### src/rtl/fhss_pkg.sv
// ============================================================================
// fhss_pkg: shared types and constants of the floppy head seek sequencer
// Item and result layouts, configuration set, command and status codes.
// ============================================================================
`default_nettype none

package fhss_pkg;

	// Largest cylinder count the nudge bound is limited to.
	localparam int unsigned MaxCylinders = 128;

	// Command codes of the cmd field.
	localparam logic [1:0] CMD_SEEK  = 2'd0;
	localparam logic [1:0] CMD_RECAL = 2'd1;
	localparam logic [1:0] CMD_TICK  = 2'd2;
	localparam logic [1:0] CMD_NUDGE = 2'd3;

	// Status codes of a result.
	localparam logic [1:0] ST_OK      = 2'd0;
	localparam logic [1:0] ST_TIMEOUT = 2'd1;
	localparam logic [1:0] ST_REJECT  = 2'd2;

	// Head position code for a head that has never been selected.
	localparam logic [1:0] HEAD_UNKNOWN = 2'd3;

	// Configuration register indexes.
	localparam logic [2:0] REG_CYL_COUNT   = 3'd0;
	localparam logic [2:0] REG_REV_WAIT    = 3'd1;
	localparam logic [2:0] REG_PRE_WAIT    = 3'd2;
	localparam logic [2:0] REG_STEP_WAIT   = 3'd3;
	localparam logic [2:0] REG_SEEK_SETTLE = 3'd4;
	localparam logic [2:0] REG_HEAD_SETTLE = 3'd5;
	localparam logic [2:0] REG_MAX_RECAL   = 3'd6;

	// Configuration reset values.
	localparam logic [7:0]  RST_CYL_COUNT   = 8'd80;
	localparam logic [15:0] RST_REV_WAIT    = 16'd180;
	localparam logic [15:0] RST_PRE_WAIT    = 16'd20;
	localparam logic [15:0] RST_STEP_WAIT   = 16'd30;
	localparam logic [15:0] RST_SEEK_SETTLE = 16'd150;
	localparam logic [15:0] RST_HEAD_SETTLE = 16'd1;
	localparam logic [7:0]  RST_MAX_RECAL   = 8'd80;

	// Sequencer phases.
	typedef enum logic [2:0] {
		PH_IDLE         = 3'd0,
		PH_SEEK_PRE     = 3'd1,
		PH_SEEK_STEP    = 3'd2,
		PH_SETTLE       = 3'd3,
		PH_RECAL_PRE    = 3'd4,
		PH_RECAL_STEP   = 3'd5,
		PH_RECAL_SETTLE = 3'd6
	} phase_t;

	typedef struct packed {
		logic [1:0] cmd;
		logic [6:0] target_cylinder;
		logic       target_head;
		logic       at_track0;
	} item_t;

	typedef struct packed {
		logic              step_pulse;
		logic              step_inward;
		logic              head_strobe;
		logic              head_value;
		logic              busy_res;
		logic              done_res;
		logic [1:0]        status;
		logic              did_step;
		logic signed [7:0] current_cylinder;
	} result_t;

	typedef struct packed {
		logic [7:0]  cylinder_count;
		logic [15:0] reverse_wait;
		logic [15:0] head_pre_wait;
		logic [15:0] step_wait;
		logic [15:0] seek_settle;
		logic [15:0] head_settle;
		logic [7:0]  max_recal_steps;
	} cfg_t;

endpackage

`default_nettype wire

### src/rtl/floppy_head_seek_sequencer_core.sv
// ============================================================================
// floppy_head_seek_sequencer_core: floppy head positioning sequencer
// Runs seek, recalibrate and nudge commands paced by tick items and issues
// step pulses and head-select strobes, one result item per input item.
// ============================================================================
//
//   channel  | signals                         | moves
//   ---------+---------------------------------+----------------------------
//   cmd      | cmd_valid, cmd_stall, cmd_item  | command or tick item in
//   res      | res_valid, res_stall, res_item  | one result item per input item
//   cfg      | cfg_we, cfg_index, cfg_data     | register write, no read-back
//
// One item per clock cycle unless res_stall holds the result register; a taken item
// waits in the input register and its result is offered from the result register.
// The whole state update for an item is combinational between the two registers.
// Reset clears the sequencer state and loads the register defaults.
// A stalled result holds the result register; the input register then fills
// and cmd_stall rises until the result is taken.
`default_nettype none

module floppy_head_seek_sequencer_core import fhss_pkg::*; (
	input  wire logic        clk,
	input  wire logic        arst_n,
	input  wire logic        cmd_valid,
	output logic             cmd_stall,
	input  wire item_t       cmd_item,
	output logic             res_valid,
	input  wire logic        res_stall,
	output result_t          res_item,
	input  wire logic        cfg_we,
	input  wire logic [2:0]  cfg_index,
	input  wire logic [15:0] cfg_data
);

	cfg_t    cfg_q;
	item_t   item_s1;
	logic    valid_s1;
	result_t res_q;
	result_t res_comb;
	logic    res_valid_q;
	logic    can_load;
	logic    advance;
	logic    take_in;

	// Handshake: the input register moves on whenever the result register is free.
	assign can_load  = !res_valid_q || !res_stall;
	assign advance   = valid_s1 && can_load;
	assign cmd_stall = valid_s1 && !can_load;
	assign take_in   = cmd_valid && !cmd_stall;
	assign res_valid = res_valid_q;
	assign res_item  = res_q;

	// Configuration registers.
	always_ff @(posedge clk or negedge arst_n) begin
		if (!arst_n) begin
			cfg_q.cylinder_count  <= RST_CYL_COUNT;
			cfg_q.reverse_wait    <= RST_REV_WAIT;
			cfg_q.head_pre_wait   <= RST_PRE_WAIT;
			cfg_q.step_wait       <= RST_STEP_WAIT;
			cfg_q.seek_settle     <= RST_SEEK_SETTLE;
			cfg_q.head_settle     <= RST_HEAD_SETTLE;
			cfg_q.max_recal_steps <= RST_MAX_RECAL;
		end else if (cfg_we) begin
			unique case (cfg_index)
				REG_CYL_COUNT:   cfg_q.cylinder_count  <= cfg_data[7:0];
				REG_REV_WAIT:    cfg_q.reverse_wait    <= cfg_data;
				REG_PRE_WAIT:    cfg_q.head_pre_wait   <= cfg_data;
				REG_STEP_WAIT:   cfg_q.step_wait       <= cfg_data;
				REG_SEEK_SETTLE: cfg_q.seek_settle     <= cfg_data;
				REG_HEAD_SETTLE: cfg_q.head_settle     <= cfg_data;
				REG_MAX_RECAL:   cfg_q.max_recal_steps <= cfg_data[7:0];
				default: begin
				end
			endcase
		end
	end

	// Input register control.
	always_ff @(posedge clk or negedge arst_n) begin
		if (!arst_n) begin
			valid_s1 <= 1'b0;
		end else if (take_in) begin
			valid_s1 <= 1'b1;
		end else if (advance) begin
			valid_s1 <= 1'b0;
		end
	end

	// Input register payload.
	always_ff @(posedge clk) begin
		if (take_in) begin
			item_s1 <= cmd_item;
		end
	end

	fhss_seq u_seq (
		.clk     (clk),
		.arst_n  (arst_n),
		.advance (advance),
		.item    (item_s1),
		.cfg     (cfg_q),
		.res     (res_comb)
	);

	// Result register control.
	always_ff @(posedge clk or negedge arst_n) begin
		if (!arst_n) begin
			res_valid_q <= 1'b0;
		end else if (can_load) begin
			res_valid_q <= valid_s1;
		end
	end

	// Result register payload.
	always_ff @(posedge clk) begin
		if (advance) begin
			res_q <= res_comb;
		end
	end

endmodule

`default_nettype wire

### src/rtl/fhss_seq.sv
// ============================================================================
// fhss_seq: head positioning state and its per-item update
// Holds the sequencer state and computes the result of one item combinationally.
// ============================================================================
`default_nettype none

module fhss_seq import fhss_pkg::*; (
	input  wire logic    clk,
	input  wire logic    arst_n,
	input  wire logic    advance,
	input  wire item_t   item,
	input  wire cfg_t    cfg,
	output result_t      res
);

	logic signed [7:0] cyl_q, cyl_n;
	logic [1:0]        head_q, head_n;
	logic              last_in_q, last_in_n;
	logic              nudge_in_q, nudge_in_n;
	phase_t            phase_q, phase_n, ph_cur;
	logic [15:0]       wait_q, wait_n;
	logic [7:0]        steps_q, steps_n;
	logic [7:0]        recal_q, recal_n;
	logic [1:0]        pend_q, pend_n;

	// Seek start terms, shared by seek and nudge.
	logic [7:0]        lim;
	logic signed [8:0] nudge_raw;
	logic [6:0]        nudge_cyl;
	logic              nudge_flag;
	logic [6:0]        tgt_cyl;
	logic [1:0]        tgt_head;
	logic signed [8:0] diff;
	logic              seek_in;
	logic [7:0]        seek_n;
	logic              seek_moves;
	logic [15:0]       pre_wait;
	logic [15:0]       settle;

	// Nudge bound: cylinder count held inside two and the cylinder limit.
	always_comb begin
		if (cfg.cylinder_count > 8'(MaxCylinders - 1)) begin
			lim = 8'(MaxCylinders - 1) + 8'd1;
		end else if (cfg.cylinder_count < 8'd2) begin
			lim = 8'd2;
		end else begin
			lim = cfg.cylinder_count;
		end
	end

	// Nudge target: one cylinder in the nudge direction, folded back at the ends.
	always_comb begin
		nudge_raw  = nudge_in_q ? (9'(cyl_q) + 9'sd1) : (9'(cyl_q) - 9'sd1);
		nudge_flag = nudge_in_q;
		nudge_cyl  = nudge_raw[6:0];
		if (nudge_raw > ($signed({1'b0, lim}) - 9'sd1)) begin
			nudge_cyl  = 7'(cyl_q - 8'sd1);
			nudge_flag = 1'b0;
		end else if (nudge_raw < 9'sd0) begin
			nudge_cyl  = 7'd1;
			nudge_flag = 1'b1;
		end
	end

	// Distance, direction and pre-wait of a seek about to start.
	always_comb begin
		tgt_cyl    = (item.cmd == CMD_NUDGE) ? nudge_cyl : item.target_cylinder;
		tgt_head   = (item.cmd == CMD_NUDGE) ? head_q : {1'b0, item.target_head};
		diff       = $signed({2'b00, tgt_cyl}) - 9'(cyl_q);
		seek_in    = ~diff[8];
		seek_n     = diff[8] ? 8'(-diff) : 8'(diff);
		seek_moves = (diff != 9'sd0);
		pre_wait   = cfg.head_pre_wait;
		if (seek_moves && (seek_in != last_in_q)) begin
			pre_wait = (cfg.reverse_wait > cfg.head_pre_wait) ?
				cfg.reverse_wait : cfg.head_pre_wait;
		end
	end

	// Settle time after the seek steps are done.
	always_comb begin
		settle = 16'd0;
		if (head_q != pend_q) begin
			settle = cfg.head_settle;
		end
		if ((phase_q == PH_SEEK_STEP) && (cfg.seek_settle > settle)) begin
			settle = cfg.seek_settle;
		end
	end

	// Next state and result of the item in the input register.
	always_comb begin
		unique case (phase_q)
			PH_IDLE, PH_SEEK_PRE, PH_SEEK_STEP, PH_SETTLE,
			PH_RECAL_PRE, PH_RECAL_STEP, PH_RECAL_SETTLE: ph_cur = phase_q;
			default: ph_cur = PH_IDLE;
		endcase

		cyl_n      = cyl_q;
		head_n     = head_q;
		last_in_n  = last_in_q;
		nudge_in_n = nudge_in_q;
		phase_n    = ph_cur;
		wait_n     = wait_q;
		steps_n    = steps_q;
		recal_n    = recal_q;
		pend_n     = pend_q;
		res        = '0;

		if (item.cmd != CMD_TICK) begin
			if (ph_cur != PH_IDLE) begin
				res.status = ST_REJECT;
			end else if (item.cmd == CMD_RECAL) begin
				recal_n = 8'd0;
				wait_n  = cfg.reverse_wait;
				phase_n = PH_RECAL_PRE;
			end else begin
				if (seek_moves) begin
					last_in_n = seek_in;
				end
				steps_n = seek_n;
				pend_n  = tgt_head;
				wait_n  = pre_wait;
				phase_n = PH_SEEK_PRE;
				if (item.cmd == CMD_NUDGE) begin
					nudge_in_n = ~nudge_flag;
				end
			end
		end else if (ph_cur != PH_IDLE) begin
			if (wait_q != 16'd0) begin
				wait_n = wait_q - 16'd1;
			end else begin
				unique case (ph_cur)
					PH_SEEK_PRE, PH_SEEK_STEP: begin
						if (steps_q != 8'd0) begin
							res.step_pulse  = 1'b1;
							res.step_inward = last_in_q;
							cyl_n   = last_in_q ? (cyl_q + 8'sd1) : (cyl_q - 8'sd1);
							steps_n = steps_q - 8'd1;
							wait_n  = cfg.step_wait;
							phase_n = PH_SEEK_STEP;
						end else begin
							if (head_q != pend_q) begin
								res.head_strobe = 1'b1;
								res.head_value  = pend_q[0];
								head_n          = pend_q;
							end
							if (settle == 16'd0) begin
								res.done_res = 1'b1;
								phase_n      = PH_IDLE;
							end else begin
								wait_n  = settle;
								phase_n = PH_SETTLE;
							end
						end
					end
					PH_SETTLE: begin
						res.done_res = 1'b1;
						phase_n      = PH_IDLE;
					end
					PH_RECAL_PRE, PH_RECAL_STEP: begin
						if (item.at_track0) begin
							res.head_strobe = 1'b1;
							wait_n          = cfg.seek_settle;
							phase_n         = PH_RECAL_SETTLE;
						end else begin
							res.step_pulse = 1'b1;
							if (recal_q >= cfg.max_recal_steps) begin
								res.done_res = 1'b1;
								res.status   = ST_TIMEOUT;
								phase_n      = PH_IDLE;
							end else begin
								recal_n = recal_q + 8'd1;
								wait_n  = cfg.step_wait;
								phase_n = PH_RECAL_STEP;
							end
						end
					end
					default: begin
						phase_n = ph_cur;
					end
				endcase
			end
			// Recalibrate completes once its settle wait has run out.
			if ((phase_n == PH_RECAL_SETTLE) && (wait_n == 16'd0)) begin
				head_n       = 2'd0;
				cyl_n        = 8'sd0;
				last_in_n    = 1'b0;
				res.done_res = 1'b1;
				res.did_step = (recal_q != 8'd0);
				phase_n      = PH_IDLE;
			end
		end

		res.busy_res         = (phase_n != PH_IDLE);
		res.current_cylinder = cyl_n;
	end

	// State registers, updated once per processed item.
	always_ff @(posedge clk or negedge arst_n) begin
		if (!arst_n) begin
			cyl_q      <= -8'sd1;
			head_q     <= HEAD_UNKNOWN;
			last_in_q  <= 1'b0;
			nudge_in_q <= 1'b0;
			phase_q    <= PH_IDLE;
			wait_q     <= 16'd0;
			steps_q    <= 8'd0;
			recal_q    <= 8'd0;
			pend_q     <= 2'd0;
		end else if (advance) begin
			cyl_q      <= cyl_n;
			head_q     <= head_n;
			last_in_q  <= last_in_n;
			nudge_in_q <= nudge_in_n;
			phase_q    <= phase_n;
			wait_q     <= wait_n;
			steps_q    <= steps_n;
			recal_q    <= recal_n;
			pend_q     <= pend_n;
		end
	end

endmodule

`default_nettype wire

### config.mk
export PLATFORM = sky130hd
export DESIGN_NAME = floppy_head_seek_sequencer_core
export DESIGN_NICKNAME = d
export VERILOG_FILES = /design/src/rtl/fhss_pkg.sv /design/src/rtl/floppy_head_seek_sequencer_core.sv /design/src/rtl/fhss_seq.sv
export SDC_FILE = /design/constraint.sdc
export NUM_CORES = 1
export LEC_CHECK = 0
export ABC_AREA = 1
export ABC_CLOCK_PERIOD_IN_PS = 8100
export BUFFER_PORTS_ARGS = -buffer_cell sky130_fd_sc_hd__buf_2
export CORE_MARGIN = 10
export CORE_UTILIZATION = 55
export DETAILED_ROUTE_END_ITERATION = 10
export MAX_ROUTING_LAYER = met4
export PLACE_DENSITY = 0.72
export SETUP_SLACK_MARGIN = 0.4
export SLEW_MARGIN = 20
export SYNTH_ARGS = -nofsm -noshare
export SYNTH_HDL_FRONTEND = slang
export SYNTH_HIERARCHICAL = 1
export SYNTH_SLANG_ARGS = --single-unit
### constraint.sdc
create_clock -name clk -period 8.1 [get_ports clk]
set_clock_uncertainty 0.1 [all_clocks]
set_input_delay 1.62 -clock clk [delete_from_list [all_inputs] [get_ports clk]]
set_output_delay 1.62 -clock clk [all_outputs]
set_load 0.005 [all_outputs]
==> summary.md, run 1 <==
| Metric | Value |
|---|---|
| Via Count | `11.5k` |
| First-pass GRT wire length | `57.4 mm` |
| Clk_lat worst skew | `0.45 ns` |
| Share of layout cells above drive strength 1 | `9.77%` |
| Outcome | `finished, final reports clean` |
| Slowest stage delay, CP | `0.62 ns` |
| Die Wd | `168 um` |
| Pleak | `6.57 nW` |
| DRT iter0 DRCs | `1301` |
| CP startpoint kind | `flop` |
| Crit Path Max Fanout | `17` |
| IO Port Bufs | `53` |
| Vias in the first global route | `10.7k` |
| Post-route DRC | `0` |
| Slew @ Worst Pin | `1.04 ns` |
| Synth cell types | `55` |
| Post-layout util | `60.5%` |
| Most frequently used flop master after synthesis | `dfrtp_1` |
| Clock Tree Buf Depth | `2` |
| Clock power share | `20.4%` |
| Post-route minimum period | `6.89 ns` |
| Avg Inst Size Synth | `7.30 um^2` |
| Final slew viol count | `0` |
| Critical-path top delay cell | `dfstp_2` |
| Net Sw Frac | `46.6%` |
| Clock-pin slew on the worst setup and hold paths | `0.08 ns` |
| Period utilization | `85.1%` |
| Register area share after synthesis | `37.8%` |
| P_sw | `1.90 mW` |
| Boundary Pins | `54` |
| Most frequent cells in the layout | `nand2_1, inv_1, nand3_1` |
| Final setup viols | `0` |
| Max Freq | `145 MHz` |
| Wirelength, routed | `35.5 mm` |
| Count of hold-fix buffers inserted at cts | `0` |
| CP dominant cell by count | `o21ai_0` |
| Slew HR | `30.6%` |
| Post-Syn Nets | `1760` |
| H-tree levels | `4` |
| CTS tree | `built` |
| Worst hold-check path type | `reg -> reg` |
| Rows | `54` |
| Nets | `1797` |
| Final TNS setup | `0 ns` |
| Die Y | `168 um` |
| Layout Cells excl Fill | `1979` |
| 1st-pass router iterations | `6` |
| Die Area | `28200 um^2` |
| Post-placement cell count | `1944` |
| Setup crit end kind | `flop` |
| Cell internal pwr | `2.17 mW` |
| Worst EP arrival | `7.11 ns` |
| CTS Root Cell | `clkbuf_16` |
| Worst EP required | `8.31 ns` |
| GRT overflow | `0` |
| Initial core utilization | `55.5%` |
| Initial antenna violation count | `0` |
| Post-route ant nets | `0` |
| Commonest non-fill, non-tap cell in the layout | `nand2_1` |
| Post-synthesis async set-or-reset flop share | `84.0%` |
| Comb pwr share | `47.7%` |
| Yosys warning total | `6` |
| Yosys reg bits | `175` |
| WS Path Type | `reg -> reg` |
| Routed length per instance | `17.9 um` |
| RSZ-0062 raised after global routing | `no` |
| Total core area | `21700 um^2` |
| Reg power frac | `31.9%` |
| Fill count | `2009` |
| Area Overhead vs Synth | `8.90%` |
| # diodes | `0` |
| Placer Congestion | `0.991` |
| CTS Sinks | `175` |
| VDD IR max | `0.148 mV` |
| CTS Buf Count | `17` |
| Post-DP HPWL | `26.1 mm` |
| Final Hold Viols | `0` |
| GRT Util Overall | `25.6%` |
| Pin count of the biggest net entering global routing | `92` |
| Post-synthesis instance total | `1649` |
| Power Dens Cells | `310 nW/um^2` |
| Post-Syn Area | `12000 um^2` |
| EDFF count, synth | `28` |
| Max cap viols | `0` |
| Vias/cell | `5.79` |
power groups by stage:
stage / clock [mW] / sequential [mW] / combinational (mW)
floorplan: 0 / 1.23 / 1.41
global placement: 0 / 1.30 / 1.81
detailed placement: 0 / 1.31 / 1.85
CTS: 0.835 / 1.29 / 1.87
global route: 0.875 / 1.32 / 2.20
finish: 0.828 / 1.30 / 1.94
metrics by stage:
stage          hold WS, ns  power, mW  worst slack (ns)  cell area (um^2)
2_1_floorplan        0.342       2.64              1.98             12000
3_3_place_gp         0.355       3.12              1.15             12500
3_5_place_dp         0.357       3.16             0.926             12500
4_1_cts              0.368       3.99             0.820             13100
5_1_grt              0.385       4.40             0.449             13100
6_report             0.364       4.07              1.21             13100
area by class of cell:
| type | instances | area [um^2] | share of cell area, % |
|---|---|---|---|
| clock buffer | 17 | 425 | 3.24 |
| clock inverter | 15 | 166 | 1.27 |
| inverter | 194 | 728 | 5.55 |
| multi-input combinational | 1235 | 6540 | 49.9 |
| sequential | 175 | 4560 | 34.7 |
| tap | 280 | 350 | 2.67 |
| timing repair buffer | 63 | 347 | 2.64 |
flip-flops by register name (all words and copies together), names as in the netlist:
signal,flops
u_seq/steps_q,8
u_seq/head_q,2
res_valid,1
item_s1,11
cfg_q,96
u_seq/cyl_q,8
u_seq/recal_q,8
u_seq/phase_q,3
u_seq/nudge_in_q,1
u_seq/pend_q,2
res_item,17
valid_s1,1
u_seq/wait_q,16
u_seq/last_in_q,1
kinds of logic (layout without fill, tap and decap cells):
logic type	count (synthesis)	in the layout	synth area share, %
buffers and inverters	239	289	8.11
adders and majority gates	76	76	8.02
AOI/OAI and AO/OA	248	248	11.8
xor gates and xnor gates	38	38	2.76
DFF	175	175	37.8
and+or+nand+nor	872	872	31.4
other	1	1	0.0311
cells in the mapped netlist, drive strengths merged (14+ instances only):
cell type	n	area [um^2]
xor2	28	245
nor2	123	529
inv	191	717
ha	74	926
nand3	155	791
a21oi	79	395
buf	25	174
o21ai	99	495
edfxtp	28	841
dfstp	29	762
nor3	24	125
dfrtp	118	2950
nand2	520	1990
nand4	24	150
clkbuf	20	75.1
a31oi	14	103
layer usage:
layer,global-route usage [%],vias to the layer above,part of all wire [%]
met1,35.2,5365,45
met3,5.82,45,9.2
li1,-,5520,-
met5,-,-,0
met4,5.90,0,1.8
met2,37.9,536,44
repair_timing:
item,in CTS,in global routing
endpoints found under the setup margin,0,16
setup buffers,0,3
gates resized for setup,0,4
path summary, 6_finish.rpt:
| kind | from | endpoint | slack, ns | depth (start not counted) |
|---|---|---|---|---|
| max | u_seq/cyl_q[0] | u_seq/wait_q[0] | 1.21 | 35 |
| min | cfg_q[94] | cfg_q[94] | 0.36 | 2 |
| max reg2reg | u_seq/cyl_q[0] | u_seq/wait_q[0] | 1.21 | 35 |
| min reg2reg | cfg_q[94] | cfg_q[94] | 0.36 | 2 |
| max in group asynchronous | arst_n | u_seq/recal_q[1] | 5.47 | 2 |
| min in group asynchronous | arst_n | res_valid | 1.14 | 1 |
worst max-delay path: cells and delay by family, from the launching register on:
| kind | cells | cell delay (ns) |
|---|---|---|
| flops | 1 | 0.62 |
| simple gates | 14 | 1.72 |
| compound gates | 11 | 1.94 |
| fa+ha+maj | 4 | 1.54 |
| buf+inv | 6 | 0.81 |
No activity file was read; power rests on OpenSTA's default activity.
==> run 2, diff against run 1 <==
Settings changed: BUFFER_PORTS_ARGS -buffer_cell sky130_fd_sc_hd__buf_2 to -buffer_cell sky130_fd_sc_hd__clkbuf_2, PLACE_DENSITY 0.72 to 0.73, SYNTH_HIERARCHICAL 1 to unset.
==> summary.md, run 2 <==
| Metric | Value |
|---|---|
| GRT Util Overall | `24.8% (was 25.6%)` |
| RSZ-0062 raised after global routing | `no (unchanged)` |
| Final setup viols | `0 (unchanged)` |
| Final Hold Viols | `0 (unchanged)` |
| Final slew viol count | `0 (unchanged)` |
| Final TNS setup | `0 ns (unchanged)` |
| Fill count | `1946 (was 2009)` |
| 1st-pass router iterations | `5 (was 6)` |
| Total core area | `21000 um^2 (was 21700 um^2)` |
| GRT overflow | `0 (unchanged)` |
| Post-synth top cells | `nand2_1, inv_1, o21ai_0 (was nand2_1, inv_1, nand3_1)` |
| Post-route minimum period | `6.93 ns (was 6.89 ns)` |
| CP startpoint kind | `flop (unchanged)` |
| Post-DP HPWL | `24.0 mm (was 26.1 mm)` |
| Pleak | `6.19 nW (was 6.57 nW)` |
| Multi-input logic area | `6040 um^2 (was 6540 um^2)` |
| Clock-pin slew on the worst setup and hold paths | `0.07 ns (was 0.08 ns)` |
| Outcome | `finished, final reports clean (unchanged)` |
| Clk_lat worst skew | `0.45 ns (about the same)` |
| Slew HR | `29.1% (was 30.6%)` |
| Routed length per instance | `17.2 um (was 17.9 um)` |
| Worst EP arrival | `7.14 ns (was 7.11 ns)` |
| EDFF count, synth | `28 (unchanged)` |
| Die Wd | `166 um (was 168 um)` |
| CTS Sinks | `175 (unchanged)` |
| Most flop-heavy register | `cfg_q (unchanged)` |
| Synth cell types | `57 (was 55)` |
| # diodes | `0 (unchanged)` |
| Wirelength, routed | `32.3 mm (was 35.5 mm)` |
| Vias/cell | `5.58 (was 5.79)` |
| Placer Congestion | `0.973 (was 0.991)` |
| Initial core utilization | `55.6% (was 55.5%)` |
| Period utilization | `85.6% (was 85.1%)` |
| Area Overhead vs Synth | `9.56% (was 8.90%)` |
| CTS Root Cell | `clkbuf_16 (unchanged)` |
| Via Count | `10.5k (was 11.5k)` |
| Post-route ant nets | `0 (unchanged)` |
| Post-route DRC | `0 (unchanged)` |
| Setup crit end kind | `flop (unchanged)` |
| Slowest stage delay, CP | `0.65 ns (was 0.62 ns)` |
| Power Dens Cells | `319 nW/um^2 (was 310 nW/um^2)` |
| Initial antenna violation count | `0 (unchanged)` |
| Worst hold-check path type | `reg -> reg (unchanged)` |
| IO Port Bufs | `53 (unchanged)` |
| WS Path Type | `reg -> reg (unchanged)` |
| Max cap viols | `0 (unchanged)` |
| Yosys warning total | `0 (was 6)` |
| Avg Inst Size Synth | `7.44 um^2 (was 7.30 um^2)` |
| Post-Syn Area | `11700 um^2 (was 12000 um^2)` |
| Commonest non-fill, non-tap cell in the layout | `nand2_1 (unchanged)` |
| Reg area | `4560 um^2 (unchanged)` |
| Slew @ Worst Pin | `1.06 ns (was 1.04 ns)` |
| Clock Tree Buf Depth | `2 (unchanged)` |
| Synth area leader | `dfrtp_1 (unchanged)` |
| Postcts setup bufs | `0 (unchanged)` |
| Rows | `53 (was 54)` |
| Post-synthesis instance total | `1565 (was 1649)` |
| DRT iter0 DRCs | `861 (was 1301)` |
| CTS tree | `built (unchanged)` |
| Die Area | `27400 um^2 (was 28200 um^2)` |
| Die Y | `166 um (was 168 um)` |
| Nets | `1708 (was 1797)` |
| Post-synthesis async set-or-reset flop share | `84.0% (unchanged)` |
| Most frequent cells in the layout | `nand2_1, inv_1, o21ai_0 (was nand2_1, inv_1, nand3_1)` |
| Pin count of the biggest net entering global routing | `82 (was 92)` |
| Post-synth top area share | `25.3% (was 24.5%)` |
| H-tree levels | `4 (unchanged)` |
| CP dominant cell by count | `o21ai_0 (unchanged)` |
| Top-count cell post-synth | `nand2_1 (unchanged)` |
| Most frequently used flop master after synthesis | `dfrtp_1 (unchanged)` |
| Share of layout cells above drive strength 1 | `10.2% (was 9.77%)` |
| Critical-path top delay cell | `dfstp_2 (unchanged)` |
| Post-layout util | `60.9% (was 60.5%)` |
| CTS Buf Count | `17 (unchanged)` |
| Boundary Pins | `54 (unchanged)` |
| Synth top area cells | `dfrtp_1, nand2_1, ha_1 (unchanged)` |
| Register area share after synthesis | `39.1% (was 37.8%)` |
| First-pass GRT wire length | `52.4 mm (was 57.4 mm)` |
| VDD IR max | `0.142 mV (was 0.148 mV)` |
| Yosys reg bits | `175 (unchanged)` |
| Crit Path Max Fanout | `15 (was 17)` |
| Worst hold slack | `0.384 ns (was 0.364 ns)` |
| Worst EP required | `8.31 ns (about the same)` |
| Max reg flops | `96 (unchanged)` |
| Post-Syn Nets | `1676 (was 1760)` |
| Vias in the first global route | `9966 (was 10.7k)` |
| Max Freq | `144 MHz (was 145 MHz)` |
-- run 2: cells by family (layout without fill, tap and decap cells) --
group	after synthesis	in the layout	synth area share (%)
XOR/XNOR	38	38	2.86
AND/OR/NAND/NOR	656	656	23.9
other	1	1	0.0322
AO/OA/AOI/OAI	340	340	16.6
flip-flops	175	175	39.1
buffers and inverters	278	323	9.15
adder cells (fa/ha/maj)	76	76	8.29
multiplexers	1	1	0.0859
-- run 2: metal layers --
metal  vias to the layer above  share of wire (%)  global-route usage [%]
li1                       5201                  -                       -
met1                      4894                 43                    31.1
met2                       347                 47                    39.3
met3                        77                6.4                    4.31
met4                         0                4.0                    9.98
met5                         -                  0                       -
-- run 2: timing repair --
item	in CTS	in global routing
hold buffers	0	0
gates resized for setup	0	3
setup endpoints to repair	0	12
-- run 2: final timing paths --
kind	depth (start not counted)	to	from	slack (ns)
max	33	u_seq.wait_q[12]	u_seq.cyl_q[0]	1.17
min	2	u_seq.head_q[1]	u_seq.head_q[1]	0.38
max in group asynchronous	2	cfg_q[11]	arst_n	5.42
min in group asynchronous	1	u_seq.nudge_in_q	arst_n	1.12
max reg2reg	33	u_seq.wait_q[12]	u_seq.cyl_q[0]	1.17
min reg2reg	2	u_seq.head_q[1]	u_seq.head_q[1]	0.38
-- run 2: critical path: cells and delay by family, from the launching register on --
| family | cells | cell delay [ns] |
|---|---|---|
| compound gates | 16 | 2.73 |
| fa+ha+maj | 4 | 1.50 |
| simple gates | 10 | 1.25 |
| flops | 1 | 0.65 |
| buf+inv | 3 | 0.55 |
-- run 2: where the power goes --
group	switching, mW	total [mW]	internal, mW
clock	0.374	0.883	0.509
combinational	1.29	1.90	0.611
sequential	0.186	1.29	1.11
-- run 2: final cells by class --
type                    count  share of cell area, %
clock buffers              18                   3.53
clock inverters            14                   1.39
inverters                 231                   6.82
multi-input cells        1112                   47.3
flip-flops and latches    175                   35.7
well taps                 275                   2.70
repair buffers             60                   2.54
-- run 2: per-stage QoR --
stage          setup slack (ns)  instance area, um^2  std cells  total power, mW
2_1_floorplan              2.17                11700       1565             2.67
3_3_place_gp               1.34                12100       1853             3.11
3_5_place_dp               1.09                12100       1853             3.15
4_1_cts                    1.06                12800       1885             4.05
5_1_grt                   0.440                12800       1885             4.41
6_report                   1.17                12800       1885             4.07
